File: src/hdl/wbps_pkg.sv
package wbps_pkg;

  localparam int PATTERN_MAX = 64;
  localparam int IDX_W       = $clog2(PATTERN_MAX);
  localparam int LEN_W       = $clog2(PATTERN_MAX + 1);
  localparam int OFS_W       = 32;
  localparam int CNT_W       = 32;
  localparam int CFG_W       = 32;
  localparam int CFG_IDX_W   = 2;

  localparam logic [CFG_IDX_W-1:0] REG_PATTERN_LENGTH    = 2'd0;
  localparam logic [CFG_IDX_W-1:0] REG_TARGET_OCCURRENCE = 2'd1;
  localparam logic [CFG_IDX_W-1:0] REG_COUNT_LIMIT       = 2'd2;

  localparam logic KIND_LOAD = 1'b0;
  localparam logic KIND_SCAN = 1'b1;

  typedef struct packed {
    logic             load;
    logic [IDX_W-1:0] idx;
    logic [7:0]       value;
    logic             wild;
    logic             scan;
    logic             last;
    logic [7:0]       data;
  } wbps_ctl_t;

endpackage

File: src/hdl/wbps_if.sv
interface wbps_in_if;
  logic       valid;
  logic       ready;
  logic       kind;
  logic [5:0] entry_index;
  logic [7:0] entry_value;
  logic       entry_wildcard;
  logic [7:0] scan_byte;
  logic       scan_last;

  modport source (output valid, kind, entry_index, entry_value, entry_wildcard,
                  scan_byte, scan_last, input ready);
  modport sink (input valid, kind, entry_index, entry_value, entry_wildcard,
                scan_byte, scan_last, output ready);
endinterface

interface wbps_out_if;
  logic        valid;
  logic        ready;
  logic        found;
  logic [31:0] match_offset;
  logic [31:0] hit_count;

  modport source (output valid, found, match_offset, hit_count, input ready);
  modport sink (input valid, found, match_offset, hit_count, output ready);
endinterface

File: src/hdl/wbps_cell.sv
module wbps_cell
  import wbps_pkg::*;
(
  input  logic             clk,
  input  logic             rst_n,
  input  wbps_ctl_t        ctl,
  input  logic [IDX_W-1:0] cell_id,
  input  logic             en,
  input  logic             prev_in,
  output logic             match_o,
  output logic             partial_o
);

  logic [7:0] pat_r;
  logic       wild_r;
  logic       partial_r;

  always_comb begin
    match_o = prev_in & en & (wild_r | (pat_r == ctl.data));
  end

  assign partial_o = partial_r;

  always_ff @(posedge clk) begin
    if (ctl.load && (ctl.idx == cell_id)) begin
      pat_r  <= ctl.value;
      wild_r <= ctl.wild;
    end
  end

  always_ff @(posedge clk) begin
    if (!rst_n) begin
      partial_r <= 1'b0;
    end else if (ctl.scan) begin
      partial_r <= ctl.last ? 1'b0 : match_o;
    end
  end

endmodule

File: src/hdl/wbps_tally.sv
module wbps_tally
  import wbps_pkg::*;
(
  input  logic             clk,
  input  logic             rst_n,
  input  logic             step,
  input  logic             hit,
  input  logic             last,
  input  logic [IDX_W-1:0] lenm1,
  input  logic [CNT_W-1:0] target_occ,
  input  logic [CNT_W-1:0] count_limit,
  input  logic             advance,
  wbps_out_if.source       out_ch
);

  logic [OFS_W-1:0] pos_r;
  logic [CNT_W-1:0] seen_r;
  logic [CNT_W-1:0] lim_r;
  logic             tfound_r;
  logic [OFS_W-1:0] toff_r;
  logic             out_valid_r;
  logic             out_found_r;
  logic [31:0]      out_offset_r;
  logic [31:0]      out_count_r;

  logic             take;
  logic             found_nxt;
  logic [OFS_W-1:0] toff_nxt;
  logic [CNT_W-1:0] seen_nxt;
  logic [CNT_W-1:0] lim_nxt;

  always_comb begin
    take      = hit && !tfound_r && (seen_r == target_occ);
    found_nxt = tfound_r | take;
    toff_nxt  = take ? (pos_r - OFS_W'(lenm1)) : toff_r;
    seen_nxt  = (hit && (seen_r != {CNT_W{1'b1}})) ? seen_r + 1'b1 : seen_r;
    lim_nxt   = (hit && (lim_r < count_limit)) ? lim_r + 1'b1 : lim_r;
  end

  always_ff @(posedge clk) begin
    if (!rst_n) begin
      pos_r       <= '0;
      seen_r      <= '0;
      lim_r       <= '0;
      tfound_r    <= 1'b0;
      toff_r      <= '0;
      out_valid_r <= 1'b0;
    end else begin
      if (step && advance && last) begin
        out_valid_r <= 1'b1;
      end else if (out_ch.ready) begin
        out_valid_r <= 1'b0;
      end
      if (step && advance) begin
        if (last) begin
          pos_r    <= '0;
          seen_r   <= '0;
          lim_r    <= '0;
          tfound_r <= 1'b0;
          toff_r   <= '0;
        end else begin
          pos_r    <= pos_r + 1'b1;
          seen_r   <= seen_nxt;
          lim_r    <= lim_nxt;
          tfound_r <= found_nxt;
          toff_r   <= toff_nxt;
        end
      end
    end
  end

  always_ff @(posedge clk) begin
    if (step && advance && last) begin
      out_found_r  <= found_nxt;
      out_offset_r <= found_nxt ? toff_nxt[31:0] : 32'd0;
      out_count_r  <= lim_nxt[31:0];
    end
  end

  assign out_ch.valid        = out_valid_r;
  assign out_ch.found        = out_found_r;
  assign out_ch.match_offset = out_offset_r;
  assign out_ch.hit_count    = out_count_r;

endmodule

File: src/hdl/wildcard_byte_pattern_scanner_core.sv
// channel  | dir | handshake           | payload
// in_ch    | in  | valid/ready         | kind, entry_*, scan_byte, scan_last
// out_ch   | out | valid/ready         | found, match_offset, hit_count
// cfg      | in  | cfg_we, no wait     | cfg_index, cfg_wdata
// One beat per cycle unless out_ch stalls. The cell row matches a byte in the
// accept cycle; s1 registers the hit and the tally stage registers the result.
// Synchronous active-low reset clears the chain and counters and resets the
// config. A stalled result holds in_ch.ready low until out_ch takes it.
module wildcard_byte_pattern_scanner_core
  import wbps_pkg::*;
(
  input  logic                 clk,
  input  logic                 rst_n,
  wbps_in_if.sink              in_ch,
  wbps_out_if.source           out_ch,
  input  logic                 cfg_we,
  input  logic [CFG_IDX_W-1:0] cfg_index,
  input  logic [CFG_W-1:0]     cfg_wdata
);

  logic [LEN_W-1:0] pattern_length_r;
  logic [CNT_W-1:0] target_occ_r;
  logic [CNT_W-1:0] count_limit_r;

  logic             s1_valid_r;
  logic             s1_hit_r;
  logic             s1_last_r;
  logic [IDX_W-1:0] s1_lenm1_r;

  logic                   advance;
  logic                   in_take;
  logic [LEN_W-1:0]       len_eff;
  logic [IDX_W-1:0]       lenm1;
  logic                   hit;
  wbps_ctl_t              ctl;
  logic [PATTERN_MAX-1:0] match_v;
  logic [PATTERN_MAX-1:0] partial_v;

  always_ff @(posedge clk) begin
    if (!rst_n) begin
      pattern_length_r <= '0;
      target_occ_r     <= '0;
      count_limit_r    <= {CNT_W{1'b1}};
    end else if (cfg_we) begin
      unique case (cfg_index)
        REG_PATTERN_LENGTH:    pattern_length_r <= cfg_wdata[LEN_W-1:0];
        REG_TARGET_OCCURRENCE: target_occ_r     <= cfg_wdata[CNT_W-1:0];
        REG_COUNT_LIMIT:       count_limit_r    <= cfg_wdata[CNT_W-1:0];
        default: ;
      endcase
    end
  end

  assign advance     = !out_ch.valid || out_ch.ready;
  assign in_ch.ready = advance;
  assign in_take     = in_ch.valid && advance;

  always_comb begin
    len_eff = (pattern_length_r > LEN_W'(PATTERN_MAX)) ? LEN_W'(PATTERN_MAX)
                                                      : pattern_length_r;
    lenm1   = IDX_W'(len_eff - 1'b1);
    hit     = (len_eff != '0) && match_v[lenm1];

    ctl.load  = in_take && (in_ch.kind == KIND_LOAD);
    ctl.idx   = in_ch.entry_index[IDX_W-1:0];
    ctl.value = in_ch.entry_value;
    ctl.wild  = in_ch.entry_wildcard;
    ctl.scan  = in_take && (in_ch.kind == KIND_SCAN);
    ctl.last  = in_ch.scan_last;
    ctl.data  = in_ch.scan_byte;
  end

  for (genvar gi = 0; gi < PATTERN_MAX; gi++) begin : g_cell
    logic prev;
    if (gi == 0) begin : g_head
      assign prev = 1'b1;
    end else begin : g_link
      assign prev = partial_v[gi-1];
    end
    wbps_cell u_cell (
      .clk       (clk),
      .rst_n     (rst_n),
      .ctl       (ctl),
      .cell_id   (IDX_W'(gi)),
      .en        (LEN_W'(gi) < len_eff),
      .prev_in   (prev),
      .match_o   (match_v[gi]),
      .partial_o (partial_v[gi])
    );
  end

  always_ff @(posedge clk) begin
    if (!rst_n) begin
      s1_valid_r <= 1'b0;
    end else if (advance) begin
      s1_valid_r <= ctl.scan;
    end
  end

  always_ff @(posedge clk) begin
    if (advance) begin
      s1_hit_r   <= hit;
      s1_last_r  <= in_ch.scan_last;
      s1_lenm1_r <= lenm1;
    end
  end

  wbps_tally u_tally (
    .clk         (clk),
    .rst_n       (rst_n),
    .step        (s1_valid_r),
    .hit         (s1_hit_r),
    .last        (s1_last_r),
    .lenm1       (s1_lenm1_r),
    .target_occ  (target_occ_r),
    .count_limit (count_limit_r),
    .advance     (advance),
    .out_ch      (out_ch)
  );

`ifndef ASSERT_OFF
  a_result_after_last: assert property (@(posedge clk) disable iff (!rst_n)
    $rose(out_ch.valid) |-> $past(s1_valid_r && s1_last_r))
    else $error("result without a last scan beat");

  a_chain_cleared: assert property (@(posedge clk) disable iff (!rst_n)
    (ctl.scan && ctl.last) |=> (partial_v == '0))
    else $error("chain not cleared after last beat");

  a_zero_len_no_hit: assert property (@(posedge clk) disable iff (!rst_n)
    (len_eff == '0) |-> (match_v == '0))
    else $error("match with zero pattern length");
`endif

endmodule
File: src/flat_wrapper.sv
// flat-port wrapper written by rule: the top's interface ports become plain ports
module wildcard_byte_pattern_scanner_core_flat import wbps_pkg::*;
  (clk, rst_n, cfg_we, cfg_index, cfg_wdata, in_ch_valid, in_ch_kind, in_ch_entry_index, in_ch_entry_value, in_ch_entry_wildcard, in_ch_scan_byte, in_ch_scan_last, in_ch_ready, out_ch_valid, out_ch_found, out_ch_match_offset, out_ch_hit_count, out_ch_ready);
  wbps_in_if in_ch_i ();
  wbps_out_if out_ch_i ();
  input  logic clk;
  input  logic rst_n;
  input  logic cfg_we;
  input  logic [CFG_IDX_W-1:0] cfg_index;
  input  logic [CFG_W-1:0] cfg_wdata;
  input wire logic [$bits(in_ch_i.valid)-1:0] in_ch_valid;
  input wire logic [$bits(in_ch_i.kind)-1:0] in_ch_kind;
  input wire logic [$bits(in_ch_i.entry_index)-1:0] in_ch_entry_index;
  input wire logic [$bits(in_ch_i.entry_value)-1:0] in_ch_entry_value;
  input wire logic [$bits(in_ch_i.entry_wildcard)-1:0] in_ch_entry_wildcard;
  input wire logic [$bits(in_ch_i.scan_byte)-1:0] in_ch_scan_byte;
  input wire logic [$bits(in_ch_i.scan_last)-1:0] in_ch_scan_last;
  output wire logic [$bits(in_ch_i.ready)-1:0] in_ch_ready;
  output wire logic [$bits(out_ch_i.valid)-1:0] out_ch_valid;
  output wire logic [$bits(out_ch_i.found)-1:0] out_ch_found;
  output wire logic [$bits(out_ch_i.match_offset)-1:0] out_ch_match_offset;
  output wire logic [$bits(out_ch_i.hit_count)-1:0] out_ch_hit_count;
  input wire logic [$bits(out_ch_i.ready)-1:0] out_ch_ready;
  assign in_ch_i.valid = in_ch_valid;
  assign in_ch_i.kind = in_ch_kind;
  assign in_ch_i.entry_index = in_ch_entry_index;
  assign in_ch_i.entry_value = in_ch_entry_value;
  assign in_ch_i.entry_wildcard = in_ch_entry_wildcard;
  assign in_ch_i.scan_byte = in_ch_scan_byte;
  assign in_ch_i.scan_last = in_ch_scan_last;
  assign in_ch_ready = in_ch_i.ready;
  assign out_ch_valid = out_ch_i.valid;
  assign out_ch_found = out_ch_i.found;
  assign out_ch_match_offset = out_ch_i.match_offset;
  assign out_ch_hit_count = out_ch_i.hit_count;
  assign out_ch_i.ready = out_ch_ready;
  wildcard_byte_pattern_scanner_core u_core (.clk(clk), .rst_n(rst_n), .in_ch(in_ch_i), .out_ch(out_ch_i), .cfg_we(cfg_we), .cfg_index(cfg_index), .cfg_wdata(cfg_wdata));
endmodule
File: config.mk
export PLATFORM = sky130hd
export DESIGN_NAME = wildcard_byte_pattern_scanner_core_flat
export DESIGN_NICKNAME = d
export VERILOG_FILES = /design/src/hdl/wbps_pkg.sv /design/src/hdl/wbps_if.sv /design/src/hdl/wbps_cell.sv /design/src/hdl/wbps_tally.sv /design/src/hdl/wildcard_byte_pattern_scanner_core.sv /design/src/flat_wrapper.sv
export SDC_FILE = /design/constraint.sdc
export NUM_CORES = 2
export LEC_CHECK = 0
export CAP_MARGIN = 0
export CELL_PAD_IN_SITES_DETAIL_PLACEMENT = 0
export CELL_PAD_IN_SITES_GLOBAL_PLACEMENT = 1
export CORE_UTILIZATION = 56
export DETAILED_ROUTE_END_ITERATION = 16
export DONT_BUFFER_PORTS = 1
export GPL_TIMING_DRIVEN = 0
export HOLD_SLACK_MARGIN = 0.08
export PLACE_DENSITY_LB_ADDON = 0.1
export SYNTH_ARGS = -nofsm -noshare
export SYNTH_HDL_FRONTEND = slang
export SYNTH_SLANG_ARGS = --single-unit
File: constraint.sdc
create_clock -name clk -period 4.55 [get_ports clk]
set_input_delay 0 -clock clk [delete_from_list [all_inputs] [get_ports clk]]
set_output_delay 0 -clock clk [all_outputs]
set_load 0.1 [all_outputs]
==> results.ini <==
[global_routing]
groute.usage.overall = 0.336
grt_antenna_before_repair = 2
number_of_global_route_vias_before_repair = 28840
overflow = 0
largest_net_degree_at_the_start_of_global_routing = 65
grt_pass1_wl_mm = 184

[worst_setup_path]
required_ns = 4.95
cp-start-kind = flop
critical_path_peak_fanout = 11
timing_worst_setup_path_type = reg2reg
rr_startpoint = u_core.pattern_length_r[0]
reg2reg_slack_ns = 0.11
cp-startpoint = u_core.pattern_length_r[0]
crit-reg2reg-capture = u_core.s1_hit_r
cp.arrival_ns = 4.85
worstSetupEndpointType = flop
r2r.worst_path.cells = 10

[cells_and_area]
final_net_count = 3822
final-seq-area_mm2 = 0.0248
stdcell_count = 4748
drive_gt1_frac = 0.0666
multiInputGateArea_mm2 = 0.0151
area_delta_synth_final_pct = 13.6
layout.core_utilization = 0.648
filler_cell_count = 5502

[synthesis]
syn_inst = 3513
synth.yosys.seq_area_share = 0.604
synthDominantAreaCellType = sky130_fd_sc_hd__edfxtp_1
yosys-top-cells-count = sky130_fd_sc_hd__edfxtp_1, sky130_fd_sc_hd__xor2_1, sky130_fd_sc_hd__nor2_1
synth_edf_count = 649
netlist_top_cells_area = sky130_fd_sc_hd__edfxtp_1, sky130_fd_sc_hd__dfxtp_1, sky130_fd_sc_hd__xor2_1, sky130_fd_sc_hd__nor2_1, sky130_fd_sc_hd__xnor2_1
synthDominantCellAreaShare = 0.475
synthesis.yosys.warnings = 0
dominantRegCellSynth = sky130_fd_sc_hd__edfxtp_1
yosysMostFrequentCell = sky130_fd_sc_hd__edfxtp_1
mappedNetlistArea_mm2 = 0.0411
synth.avg_cell_area_um2 = 11.7
synthDistinctLibCells = 83
mappedNetlistNets = 3619
synth-async-reset-ratio = 0
number_of_synthesized_register_bits = 914

[place]
cell_count_after_placement = 4464
place_worst_setup_slack_ns = -0.431
hpwlAfterDp_mm = 81.5
placement.io_buffers = 0
gp_congestion = 0.988

[clocking]
clkSinkCount = 914
cts.clk_slew.worst_paths_ns = 0.06
cts_max_path_buffers = 3
cts_max_level = 3
post_cts_buffers = 0
clock_insertion_delay_worst_skew_ns = 0.68
cts_buffers = 96
root_buffer = sky130_fd_sc_hd__clkbuf_16
clock_tree_from_tritoncts = done

[route]
vias_per_cell = 6.12
total_wire_length_mm = 126
detailedRoute.firstPassIterationCount = 5
num_vias = 29060
drcViolationCount = 0
postRouteAntennaNets = 0
wl_per_cell_um = 26.5
initialDrtViolationCount = 2881

[timing]
final.setup.tns_ns = 0
postLayoutSetupSlackWorst_ns = 0.106
number_of_pins_with_negative_max_slew_slack_in_the_final_report = 0
slew_headroom = 0.0695
grt_setup_unrepaired = no
worst_slew_pin_slew_ns = 1.39
final_hold_vios = 0
period_minus_slack_ns = 4.44
finalSetupViolCount = 0
final_min_period_over_clock_period = 0.977
max_clock_freq_mhz = 225
worst_clock_skew_ns = 0.0295

[die]
die_width_um = 273
design.die.area_mm2 = 0.0744
rows = 98
start_util = 0.570
core_area_mm2 = 0.0720
io_pins = 131
fp.dieH_um = 273

[job]
max_cap_violations = 0

[min_path]
min-delay-start = cfg_wdata[23]
tightest_hold_check_type = in2reg
hold_ep = u_core.count_limit_r[23]
min_path_cells = 3

[pwr]
totalPowerFinal_mw = 18.1
largest_voltage_drop_on_the_vdd_net_uv = 429
p_leak_nw = 16.2
power.density_cell_area_mw_per_mm2 = 387

[run_status]
run_status = complete, no violations

layout by cell type, fill, tap and decap left out, types with 78 or more instances in the layout:
cell type / instances
sky130_fd_sc_hd__clkbuf_16: 97
sky130_fd_sc_hd__nor4_1: 144
sky130_fd_sc_hd__dlygate4sd3_1: 96
sky130_fd_sc_hd__nor2_1: 329
sky130_fd_sc_hd__a21oi_1: 167
sky130_fd_sc_hd__dfxtp_1: 265
sky130_fd_sc_hd__edfxtp_1: 649
sky130_fd_sc_hd__nand3_1: 90
sky130_fd_sc_hd__inv_1: 78
sky130_fd_sc_hd__xnor2_1: 126
sky130_fd_sc_hd__clkbuf_1: 143
sky130_fd_sc_hd__xor2_1: 537
sky130_fd_sc_hd__nand2_1: 289
flip-flops by register name (all words and copies together) (netlist names), 32 cells and up:
register / count
u_core.u_tally.out_ch.hit_count: 32
u_core.u_tally.lim_r: 32
u_core.g_cell.u_cell.wild_r: 64
u_core.g_cell.u_cell.pat_r: 512
u_core.u_tally.out_ch.match_offset: 32
u_core.count_limit_r: 32
u_core.u_tally.seen_r: 32
u_core.u_tally.toff_r: 32
u_core.g_cell.u_cell.partial_o: 63
u_core.target_occ_r: 32
u_core.u_tally.pos_r: 32
logic make-up (layout without fill, tap and decap cells):
family,after synthesis,count (layout),share of synthesized area
flops,914,914,0.604
other cells,0,2,0
xor+xnor,664,664,0.142
buf+inv,287,570,0.0291
compound gates,476,476,0.0749
fa+ha+maj,42,42,0.0130
mux,11,11,0.00271
simple gates,1119,1119,0.135
what timing repair did:
action | 4_1_cts | 5_1_grt
hold buffers | 105 | 0
endpoints found under the setup margin | 1 | 10
gates resized for setup | 3 | 2
endpoints found under the hold margin | 811 | 0
area by class of cell:
cell class                      instances  share of cell area
Sequential cell                       914               0.531
Multi-Input combinational cell       2312               0.323
Clock buffer                          129              0.0561
Timing Repair Buffer                  106              0.0263
Tap cell                              950              0.0255
Buffer                                205              0.0191
Clock inverter                         49              0.0115
Inverter                               81             0.00652
Antenna cell                            2            0.000107
worst max-delay path, stage by stage, from the launching register on:
cell                       delay, ns
sky130_fd_sc_hd__dfxtp_1        0.54
sky130_fd_sc_hd__nor2b_1        0.37
sky130_fd_sc_hd__inv_1          0.25
sky130_fd_sc_hd__clkbuf_2       0.40
sky130_fd_sc_hd__ha_1           0.43
sky130_fd_sc_hd__xor2_4         0.37
sky130_fd_sc_hd__clkbuf_1       0.59
sky130_fd_sc_hd__a211oi_1       0.16
sky130_fd_sc_hd__nor4b_1        0.45
sky130_fd_sc_hd__a31oi_1        0.17
sky130_fd_sc_hd__a32oi_1        0.45
worst max-delay path by stage:
stage                                       endpoint  depth (start not counted)
6_report                             u_core.s1_hit_r                         10
3_5_place_dp                         u_core.s1_hit_r                         13
2_1_floorplan            u_core.u_tally.out_ch.found                          6
5_1_grt                              u_core.s1_hit_r                         12
3_3_place_gp   u_core.u_tally.out_ch.match_offset[7]                          6
4_1_cts                              u_core.s1_hit_r                         12
report_power, final:
part	internal, mW	total [mW]	switching, mW
clock	4.52	7.84	3.32
combinational	0.321	1.13	0.814
sequential	8.97	9.10	0.126
total	13.8	18.1	4.26
stage by stage:
stage / cell area [µm²] / hold WS, ns
2_1_floorplan: 41100 / 0.0989
3_3_place_gp: 42200 / 0.101
3_5_place_dp: 42300 / 0.101
4_1_cts: 46600 / 0.0800
5_1_grt: 46600 / 0.0972
6_report: 46600 / 0.108
layer usage:
layer,up-vias,wire length [µm],global-route usage,share of wire
met1,14370,50100,0.431,0.40
li1,13042,-,-,-
met3,312,9230,0.0518,0.073
met4,4,6320,0.161,0.050
met5,-,27,0,0.00021
met2,1332,60000,0.559,0.48
(Power assumes the default switching activity.)
